File: config.mk
export PLATFORM = sky130hd
export DESIGN_NAME = sha256_stream_hasher
export DESIGN_NICKNAME = d
export VERILOG_FILES = /design/src/hdl/sha256_pkg.sv /design/src/hdl/sha256_stream_hasher.sv
export SDC_FILE = /design/constraint.sdc
export NUM_CORES = 2
export LEC_CHECK = 0
export BUFFER_PORTS_ARGS = -buffer_cell sky130_fd_sc_hd__buf_2
export CORE_ASPECT_RATIO = 1.5
export CORE_MARGIN = 2
export CORE_UTILIZATION = 49
export DETAILED_ROUTE_END_ITERATION = 10
export SLEW_MARGIN = 20
export SYNTH_ARGS = -nofsm -noshare
export SYNTH_HDL_FRONTEND = slang
export SYNTH_SLANG_ARGS = --single-unit
File: constraint.sdc
create_clock -name clk -period 23.9 [get_ports clk]
set_input_delay 1.195 -clock clk [delete_from_list [all_inputs] [get_ports clk]]
set_output_delay 1.195 -clock clk [all_outputs]
set_load 0.005 [all_outputs]
File: src/hdl/sha256_pkg.sv
// ----------------------------------------------------------------------------
// sha256_pkg
// Constants and round functions shared by the SHA-256 stream hasher.
// ----------------------------------------------------------------------------
package sha256_pkg;

  localparam int WORD_W  = 32;
  localparam int BYTE_W  = 8;
  localparam int CNT_W   = 61;
  localparam int ROUND_W = 6;
  localparam int BADDR_W = 4;
  localparam int HIDX_W  = 3;

  localparam logic [BYTE_W-1:0] PAD_BYTE = 8'h80;

  function automatic logic [WORD_W-1:0] rotr(input logic [WORD_W-1:0] v, input int n);
    rotr = (v >> n) | (v << (WORD_W - n));
  endfunction

  function automatic logic [WORD_W-1:0] big_sigma0(input logic [WORD_W-1:0] v);
    big_sigma0 = rotr(v, 2) ^ rotr(v, 13) ^ rotr(v, 22);
  endfunction

  function automatic logic [WORD_W-1:0] big_sigma1(input logic [WORD_W-1:0] v);
    big_sigma1 = rotr(v, 6) ^ rotr(v, 11) ^ rotr(v, 25);
  endfunction

  function automatic logic [WORD_W-1:0] small_sigma0(input logic [WORD_W-1:0] v);
    small_sigma0 = rotr(v, 7) ^ rotr(v, 18) ^ (v >> 3);
  endfunction

  function automatic logic [WORD_W-1:0] small_sigma1(input logic [WORD_W-1:0] v);
    small_sigma1 = rotr(v, 17) ^ rotr(v, 19) ^ (v >> 10);
  endfunction

  function automatic logic [WORD_W-1:0] init_hash(input logic [HIDX_W-1:0] idx);
    case (idx)
      3'd0:    init_hash = 32'h6a09e667;
      3'd1:    init_hash = 32'hbb67ae85;
      3'd2:    init_hash = 32'h3c6ef372;
      3'd3:    init_hash = 32'ha54ff53a;
      3'd4:    init_hash = 32'h510e527f;
      3'd5:    init_hash = 32'h9b05688c;
      3'd6:    init_hash = 32'h1f83d9ab;
      default: init_hash = 32'h5be0cd19;
    endcase
  endfunction

  function automatic logic [WORD_W-1:0] round_k(input logic [ROUND_W-1:0] idx);
    case (idx)
      6'd0:  round_k = 32'h428a2f98;  6'd1:  round_k = 32'h71374491;
      6'd2:  round_k = 32'hb5c0fbcf;  6'd3:  round_k = 32'he9b5dba5;
      6'd4:  round_k = 32'h3956c25b;  6'd5:  round_k = 32'h59f111f1;
      6'd6:  round_k = 32'h923f82a4;  6'd7:  round_k = 32'hab1c5ed5;
      6'd8:  round_k = 32'hd807aa98;  6'd9:  round_k = 32'h12835b01;
      6'd10: round_k = 32'h243185be;  6'd11: round_k = 32'h550c7dc3;
      6'd12: round_k = 32'h72be5d74;  6'd13: round_k = 32'h80deb1fe;
      6'd14: round_k = 32'h9bdc06a7;  6'd15: round_k = 32'hc19bf174;
      6'd16: round_k = 32'he49b69c1;  6'd17: round_k = 32'hefbe4786;
      6'd18: round_k = 32'h0fc19dc6;  6'd19: round_k = 32'h240ca1cc;
      6'd20: round_k = 32'h2de92c6f;  6'd21: round_k = 32'h4a7484aa;
      6'd22: round_k = 32'h5cb0a9dc;  6'd23: round_k = 32'h76f988da;
      6'd24: round_k = 32'h983e5152;  6'd25: round_k = 32'ha831c66d;
      6'd26: round_k = 32'hb00327c8;  6'd27: round_k = 32'hbf597fc7;
      6'd28: round_k = 32'hc6e00bf3;  6'd29: round_k = 32'hd5a79147;
      6'd30: round_k = 32'h06ca6351;  6'd31: round_k = 32'h14292967;
      6'd32: round_k = 32'h27b70a85;  6'd33: round_k = 32'h2e1b2138;
      6'd34: round_k = 32'h4d2c6dfc;  6'd35: round_k = 32'h53380d13;
      6'd36: round_k = 32'h650a7354;  6'd37: round_k = 32'h766a0abb;
      6'd38: round_k = 32'h81c2c92e;  6'd39: round_k = 32'h92722c85;
      6'd40: round_k = 32'ha2bfe8a1;  6'd41: round_k = 32'ha81a664b;
      6'd42: round_k = 32'hc24b8b70;  6'd43: round_k = 32'hc76c51a3;
      6'd44: round_k = 32'hd192e819;  6'd45: round_k = 32'hd6990624;
      6'd46: round_k = 32'hf40e3585;  6'd47: round_k = 32'h106aa070;
      6'd48: round_k = 32'h19a4c116;  6'd49: round_k = 32'h1e376c08;
      6'd50: round_k = 32'h2748774c;  6'd51: round_k = 32'h34b0bcb5;
      6'd52: round_k = 32'h391c0cb3;  6'd53: round_k = 32'h4ed8aa4a;
      6'd54: round_k = 32'h5b9cca4f;  6'd55: round_k = 32'h682e6ff3;
      6'd56: round_k = 32'h748f82ee;  6'd57: round_k = 32'h78a5636f;
      6'd58: round_k = 32'h84c87814;  6'd59: round_k = 32'h8cc70208;
      6'd60: round_k = 32'h90befffa;  6'd61: round_k = 32'ha4506ceb;
      6'd62: round_k = 32'hbef9a3f7;  default: round_k = 32'hc67178f2;
    endcase
  endfunction

endpackage

File: src/hdl/sha256_stream_hasher.sv
// ----------------------------------------------------------------------------
// sha256_stream_hasher
// SHA-256 over a byte stream, one message byte per input word, with padding
// and a digest of eight 32-bit words at the end of each message.
// ----------------------------------------------------------------------------
// Usage:
//   The input channel (in_valid/in_ready) carries one byte per word. A word
//   with in_end_of_message set closes the message; for an empty message it
//   carries no byte (in_byte_present low). A word with neither a byte nor the
//   end mark is dropped.
//   Bytes are packed into 32-bit words and kept in a 16-word block memory.
//   Each full 64-byte block runs the compression: a load step that starts the
//   memory read, 64 rounds at one per cycle and a fold step that adds the
//   result into the chaining words, during which in_ready is low.
//   At the end of a message the padding words are formed on the fly as the
//   block memory is read: one final block, or two when 56 or more bytes
//   are left in the last block.
//   The digest then leaves through the output register on the result
//   channel, word 0 first, out_digest_last high on word 7. A stall on the
//   receiver holds the current word; the block goes back to taking bytes
//   once word 7 sits in the output register.
//   Bytes are taken at one per cycle in the idle state only; none are taken during compression or digest output.
//   Reset (rst_n low, synchronous) loads the initial hash values, clears the
//   byte count and drops any pending output word.
// ----------------------------------------------------------------------------
module sha256_stream_hasher (
  input  logic        clk,
  input  logic        rst_n,
  input  logic        in_valid,
  output logic        in_ready,
  input  logic [7:0]  in_data_byte,
  input  logic        in_byte_present,
  input  logic        in_end_of_message,
  output logic        out_valid,
  input  logic        out_ready,
  output logic [31:0] out_digest_word,
  output logic        out_digest_last
);

  typedef enum logic [2:0] {
    ST_IDLE,
    ST_LOAD,
    ST_ROUND,
    ST_FOLD,
    ST_OUT
  } state_t;

  typedef enum logic [1:0] {
    BLK_MSG,
    BLK_PAD1,
    BLK_PAD2
  } blk_kind_t;

  localparam int W = sha256_pkg::WORD_W;

  state_t    state_r, state_nxt;
  blk_kind_t blk_r, blk_nxt;
  logic      eom_r, eom_nxt;

  logic [sha256_pkg::CNT_W-1:0]   count_r, count_nxt;
  logic [23:0]                    acc_r, acc_nxt;
  logic [sha256_pkg::ROUND_W-1:0] rnd_r, rnd_nxt;
  logic [sha256_pkg::HIDX_W-1:0]  oidx_r, oidx_nxt;

  logic [W-1:0] cv_r    [8];
  logic [W-1:0] cv_nxt  [8];
  logic [W-1:0] st_r    [8];
  logic [W-1:0] st_nxt  [8];
  logic [W-1:0] sch_r   [16];
  logic [W-1:0] sch_nxt [16];

  logic         out_valid_r, out_valid_nxt;
  logic [W-1:0] out_word_r, out_word_nxt;
  logic         out_last_r, out_last_nxt;

  // Block memory: 16 words, one write and one registered read per cycle.
  logic [W-1:0]                   buf_mem [16];
  logic [W-1:0]                   mem_q_r;
  logic                           mem_we;
  logic [sha256_pkg::BADDR_W-1:0] mem_wa;
  logic [W-1:0]                   mem_wd;
  logic [sha256_pkg::BADDR_W-1:0] mem_ra;

  logic         in_acc;
  logic         out_load;
  logic [63:0]  bit_len;
  logic [W-1:0] tail_word;
  logic [W-1:0] w_cur;
  logic [W-1:0] t1;
  logic [W-1:0] t2;
  logic         len_in_pad1;
  logic [sha256_pkg::BADDR_W-1:0] widx;
  logic [sha256_pkg::BADDR_W-1:0] tail_idx;

  assign in_ready        = (state_r == ST_IDLE);
  assign in_acc          = in_valid && in_ready;
  assign out_valid       = out_valid_r;
  assign out_digest_word = out_word_r;
  assign out_digest_last = out_last_r;
  assign out_load        = (state_r == ST_OUT) && (!out_valid_r || out_ready);

  assign bit_len     = {count_r, 3'b000};
  assign len_in_pad1 = (count_r[5:3] != 3'b111);
  assign widx        = rnd_r[3:0];
  assign tail_idx    = count_r[5:2];

  // Last, partly filled word of the message with the 0x80 marker behind it.
  always_comb begin
    case (count_r[1:0])
      2'd0:    tail_word = {sha256_pkg::PAD_BYTE, 24'h0};
      2'd1:    tail_word = {acc_r[7:0], sha256_pkg::PAD_BYTE, 16'h0};
      2'd2:    tail_word = {acc_r[15:0], sha256_pkg::PAD_BYTE, 8'h0};
      default: tail_word = {acc_r[23:0], sha256_pkg::PAD_BYTE};
    endcase
  end

  // Schedule word for the current round.
  always_comb begin
    w_cur = '0;
    if (rnd_r[5:4] != 2'b00) begin
      w_cur = sch_r[0] + sha256_pkg::small_sigma0(sch_r[1]) + sch_r[9]
            + sha256_pkg::small_sigma1(sch_r[14]);
    end else begin
      case (blk_r)
        BLK_MSG: begin
          w_cur = mem_q_r;
        end
        BLK_PAD1: begin
          if (widx < tail_idx) begin
            w_cur = mem_q_r;
          end else if (widx == tail_idx) begin
            w_cur = tail_word;
          end else if (len_in_pad1 && widx == 4'd14) begin
            w_cur = bit_len[63:32];
          end else if (len_in_pad1 && widx == 4'd15) begin
            w_cur = bit_len[31:0];
          end
        end
        BLK_PAD2: begin
          if (widx == 4'd14) begin
            w_cur = bit_len[63:32];
          end else if (widx == 4'd15) begin
            w_cur = bit_len[31:0];
          end
        end
        default: begin
          w_cur = '0;
        end
      endcase
    end
  end

  assign t1 = st_r[7] + sha256_pkg::big_sigma1(st_r[4])
            + ((st_r[4] & st_r[5]) ^ (~st_r[4] & st_r[6]))
            + sha256_pkg::round_k(rnd_r) + w_cur;
  assign t2 = sha256_pkg::big_sigma0(st_r[0])
            + ((st_r[0] & st_r[1]) ^ (st_r[0] & st_r[2]) ^ (st_r[1] & st_r[2]));

  always_comb begin
    state_nxt     = state_r;
    blk_nxt       = blk_r;
    eom_nxt       = eom_r;
    count_nxt     = count_r;
    acc_nxt       = acc_r;
    rnd_nxt       = rnd_r;
    oidx_nxt      = oidx_r;
    cv_nxt        = cv_r;
    st_nxt        = st_r;
    sch_nxt       = sch_r;
    out_word_nxt  = out_word_r;
    out_last_nxt  = out_last_r;
    out_valid_nxt = out_valid_r;
    mem_we        = 1'b0;
    mem_wa        = count_r[5:2];
    mem_wd        = {acc_r, in_data_byte};
    mem_ra        = '0;

    if (out_ready) begin
      out_valid_nxt = 1'b0;
    end

    case (state_r)
      ST_IDLE: begin
        if (in_acc) begin
          eom_nxt = in_end_of_message;
          if (in_byte_present) begin
            acc_nxt   = {acc_r[15:0], in_data_byte};
            count_nxt = count_r + 61'd1;
            mem_we    = (count_r[1:0] == 2'd3);
          end
          if (in_byte_present && count_r[5:0] == 6'd63) begin
            blk_nxt   = BLK_MSG;
            state_nxt = ST_LOAD;
          end else if (in_end_of_message) begin
            blk_nxt   = BLK_PAD1;
            state_nxt = ST_LOAD;
          end
        end
      end
      ST_LOAD: begin
        mem_ra    = '0;
        st_nxt    = cv_r;
        rnd_nxt   = '0;
        state_nxt = ST_ROUND;
      end
      ST_ROUND: begin
        mem_ra = widx + 4'd1;
        for (int i = 0; i < 15; i++) begin
          sch_nxt[i] = sch_r[i+1];
        end
        sch_nxt[15] = w_cur;
        st_nxt[7]   = st_r[6];
        st_nxt[6]   = st_r[5];
        st_nxt[5]   = st_r[4];
        st_nxt[4]   = st_r[3] + t1;
        st_nxt[3]   = st_r[2];
        st_nxt[2]   = st_r[1];
        st_nxt[1]   = st_r[0];
        st_nxt[0]   = t1 + t2;
        rnd_nxt     = rnd_r + 6'd1;
        if (rnd_r == 6'd63) begin
          state_nxt = ST_FOLD;
        end
      end
      ST_FOLD: begin
        for (int i = 0; i < 8; i++) begin
          cv_nxt[i] = cv_r[i] + st_r[i];
        end
        oidx_nxt = '0;
        case (blk_r)
          BLK_MSG: begin
            if (eom_r) begin
              blk_nxt   = BLK_PAD1;
              state_nxt = ST_LOAD;
            end else begin
              state_nxt = ST_IDLE;
            end
          end
          BLK_PAD1: begin
            if (len_in_pad1) begin
              state_nxt = ST_OUT;
            end else begin
              blk_nxt   = BLK_PAD2;
              state_nxt = ST_LOAD;
            end
          end
          default: begin
            state_nxt = ST_OUT;
          end
        endcase
      end
      ST_OUT: begin
        if (out_load) begin
          out_valid_nxt = 1'b1;
          out_word_nxt  = cv_r[oidx_r];
          out_last_nxt  = (oidx_r == 3'd7);
          oidx_nxt      = oidx_r + 3'd1;
          if (oidx_r == 3'd7) begin
            // Digest handed off: start over for the next message.
            for (int i = 0; i < 8; i++) begin
              cv_nxt[i] = sha256_pkg::init_hash(3'(i));
            end
            count_nxt = '0;
            eom_nxt   = 1'b0;
            state_nxt = ST_IDLE;
          end
        end
      end
      default: begin
        state_nxt = ST_IDLE;
      end
    endcase
  end

  always_ff @(posedge clk) begin
    if (mem_we) begin
      buf_mem[mem_wa] <= mem_wd;
    end
    mem_q_r <= buf_mem[mem_ra];
  end

  always_ff @(posedge clk) begin
    if (!rst_n) begin
      state_r     <= ST_IDLE;
      blk_r       <= BLK_MSG;
      eom_r       <= 1'b0;
      count_r     <= '0;
      rnd_r       <= '0;
      oidx_r      <= '0;
      out_valid_r <= 1'b0;
      for (int i = 0; i < 8; i++) begin
        cv_r[i] <= sha256_pkg::init_hash(3'(i));
      end
    end else begin
      state_r     <= state_nxt;
      blk_r       <= blk_nxt;
      eom_r       <= eom_nxt;
      count_r     <= count_nxt;
      rnd_r       <= rnd_nxt;
      oidx_r      <= oidx_nxt;
      out_valid_r <= out_valid_nxt;
      cv_r        <= cv_nxt;
    end
    acc_r      <= acc_nxt;
    st_r       <= st_nxt;
    sch_r      <= sch_nxt;
    out_word_r <= out_word_nxt;
    out_last_r <= out_last_nxt;
  end

endmodule

==> results.yml <==
floorplan:
  die-area_sq_um: 191000
  die_y_microns: 535
  io_pins: 49
  die_x_microns: 358
  rows: 194
  floorplan.initialDensity: 0.494
  coreArea_sq_um: 186000
worst_setup_path:
  worstSetupEndpointType: "flip-flop"
  worstPathArrival_ns: 11.99
  path_max_fanout: 5
  slowest_delay_ns: 0.81
  cp_slowest_cell: "o41ai_1"
  cp_common_cell: "fa_1"
  cp.required_ns: 24.39
  critPathKind: "flip-flop to flip-flop"
  r2r-start: "sch_r[456]$_DFFE_PP_"
  worstSetupStartpoint: "sch_r[456]$_DFFE_PP_"
  startpoint_type: "flip-flop"
timing:
  fmax_mhz: 87.0
  setup_violations: 0
  worst_pin_slew_ns: 1.28
  relSlewSlack: 0.145
  hold_violations: 0
  skew_ns: 0.115
  period_share: 0.481
  rsz0062_at_grt: "false"
  period_needed_ns: 11.50
  slew_violations: 0
  finalSetupTns_ns: 0
cts:
  clk_pin_slew_ns: 0.07
  clkLatencyLatePin_ns: 0.89
  cts_inserted_buffers: 178
  holdBufCountCts: 0
  cts_max_path_buffers: 4
  htree_levels: 4
  root_buffer: "clkbuf_16"
  ctsResizeCount: 0
  cts_tree: "built"
  cts.sinks: 1734
  post_cts_buffers: 0
synthesis:
  yosys_warnings: 0
  ys_seq_elements: 1734
  ys_types: 93
  synth-edff-count: 1337
  ys_async_sr_fraction: 0
  syn_inst: 8443
  synth_nets: 9052
  ys_seq_area_frac: 0.522
  synthFlopType: "edfxtp_1"
  synth_area_sq_um: 92100
  synth.largest_area_cell: "edfxtp_1"
  synth_area_leaders: "edfxtp_1 (44%), dfxtp_1 (8.6%), nand2_1 (5.5%)"
  syn_avg_cell_area_sq_um: 10.9
  synth_top_area_frac: 0.436
global_route:
  grt_max_degree: 148
  grt_pass1_vias: 64600
  grt_use_met2: 0.508
  grt_use_total: 0.309
  grt_overflow_total: 0
  grt-busiest-layer: "met2"
  grt_pass1_wl_microns: 435000
  grt_antenna_before_repair: 11
  met3_usage: 0.0402
  use_met1: 0.389
cells_and_area:
  multi_input_area_sq_um: 40700
  regArea_sq_um: 48100
  fin_nets: 8960
  post-route-cell-area_sq_um: 101000
  area_delta_synth_final_pct: 9.49
  fill_cells: 16200
  drive_gt1_frac: 0.0780
hold_path:
  hp-start: "sch_r[28]$_DFFE_PP_"
  hp-class: "flip-flop to flip-flop"
routing:
  dr.pass1.iters: 6
  ant_nets: 0
  vias_per_cell: 6.04
  first_iter_violations: 6474
  drc: 0
  num_vias: 66100
  routed_wl_microns: 299000
  routedWlPerCell_microns: 27.3
flow_run:
  max_cap_viol_count: 0
place:
  placed_cell_area_sq_um: 94900
  gp_congestion: 0.967
  io_buffers: 48
  dpl.hpwl_microns: 209000
run_status:
  status: "finished clean"
kinds of logic (layout without fill, tap and decap cells):
| family | count (synthesis) | count (layout) | share of synthesized area |
|---|---|---|---|
| muxes | 195 | 195 | 0.0313 |
| adders and majority gates | 600 | 600 | 0.0973 |
| xor gates and xnor gates | 642 | 642 | 0.0612 |
| AOI/OAI and AO/OA | 1921 | 1921 | 0.136 |
| other | 0 | 11 | 0 |
| and+or+nand+nor | 2423 | 2423 | 0.113 |
| DFF | 1734 | 1734 | 0.522 |
| buffers and inverters | 928 | 977 | 0.0381 |
registers in the layout (all words and copies together), names as in the netlist, named ones only:
name             count
state_r              3
eom_r                1
acc_r               24
mem_q_r             32
count_r             61
rnd_r                6
out_digest_last      1
out_valid            1
oidx_r               3
sch_r              512
st_r               256
out_digest_word     32
blk_r                2
buf_mem            512
cv_r               256
layout by cell type, fill, tap and decap left out, types with 68 or more instances in the layout:
| cell type | count |
|---|---|
| nand2_1 | 1350 |
| edfxtp_1 | 1337 |
| inv_1 | 487 |
| nor2_1 | 449 |
| a21oi_1 | 434 |
| ha_1 | 400 |
| dfxtp_1 | 393 |
| o21ai_0 | 391 |
| xnor2_1 | 384 |
| xor2_1 | 257 |
| fa_1 | 195 |
| a21o_1 | 183 |
| clkbuf_16 | 182 |
| o22ai_1 | 141 |
| nand3_1 | 138 |
| a211oi_1 | 110 |
| buf_4 | 109 |
| a311oi_1 | 105 |
| nor3_1 | 89 |
| and2_1 | 85 |
| a22oi_1 | 82 |
| o21a_1 | 75 |
| mux4_2 | 68 |
routing by layer:
metal,routed length [microns],up-vias,share of wire
li1,-,30100,-
met1,117000,32900,0.39
met2,143000,2378,0.48
met3,17700,715,0.059
met4,21000,6,0.070
met5,40,-,0.00013
stage by stage:
stage,util,instances,hold slack [ns],worst slack [ns]
after global placement,0.509,10600,0.400,12.57
after global routing,0.541,11000,0.390,11.69
final,0.541,11000,0.375,12.40
after detailed placement,0.509,10600,0.405,12.58
after floorplan,-,8443,0.400,7.49
after CTS,0.541,10900,0.377,12.43
worst max-delay path, delay by kind of cell, from the launching register on:
family	cells	cell delay, ns
adder cells (fa/ha/maj)	10	4.13
AO/OA/AOI/OAI	12	3.17
buffers and inverters	6	0.37
XOR/XNOR	6	1.07
AND/OR/NAND/NOR	11	1.86
flip-flops	1	0.47
cells in the mapped netlist (46+ instances only):
cell      number
a211oi_1     111
a21o_1       183
a21oi_1      437
a22oi_1       82
a311oi_1     105
a31oi_1       62
and2_1        86
buf_1         46
clkbuf_1     374
dfxtp_1      397
edfxtp_1    1337
fa_1         195
ha_1         400
inv_1        492
mux2_2        64
mux2i_1       63
mux4_2        68
nand2_1     1356
nand2b_1      52
nand3_1      138
nor2_1       467
nor2b_1       46
nor3_1        93
o21a_1        75
o21ai_0      392
o22ai_1      142
xnor2_1      384
xor2_1       257
area by class of cell:
class,instances,area share
Sequential cell,1734,0.477
Clock buffer,216,0.0472
Inverter,495,0.0186
Antenna cell,11,0.000273
Clock inverter,105,0.0113
Timing Repair Buffer,161,0.0112
Multi-Input combinational cell,5781,0.404
Tap cell,2450,0.0304
path summary, 6_finish.rpt:
check | end | slack (ns) | depth (start not counted)
max | st_r[255]$_DFFE_PN_ | 12.40 | 45
min | sch_r[60]$_DFFE_PP_ | 0.37 | 0
max reg2reg | st_r[255]$_DFFE_PN_ | 12.40 | 45
min reg2reg | sch_r[60]$_DFFE_PP_ | 0.37 | 0
Power is left out: the tool's default activity adds up to more than one toggle a clock period on the data nets, which glitch-free logic cannot reach.
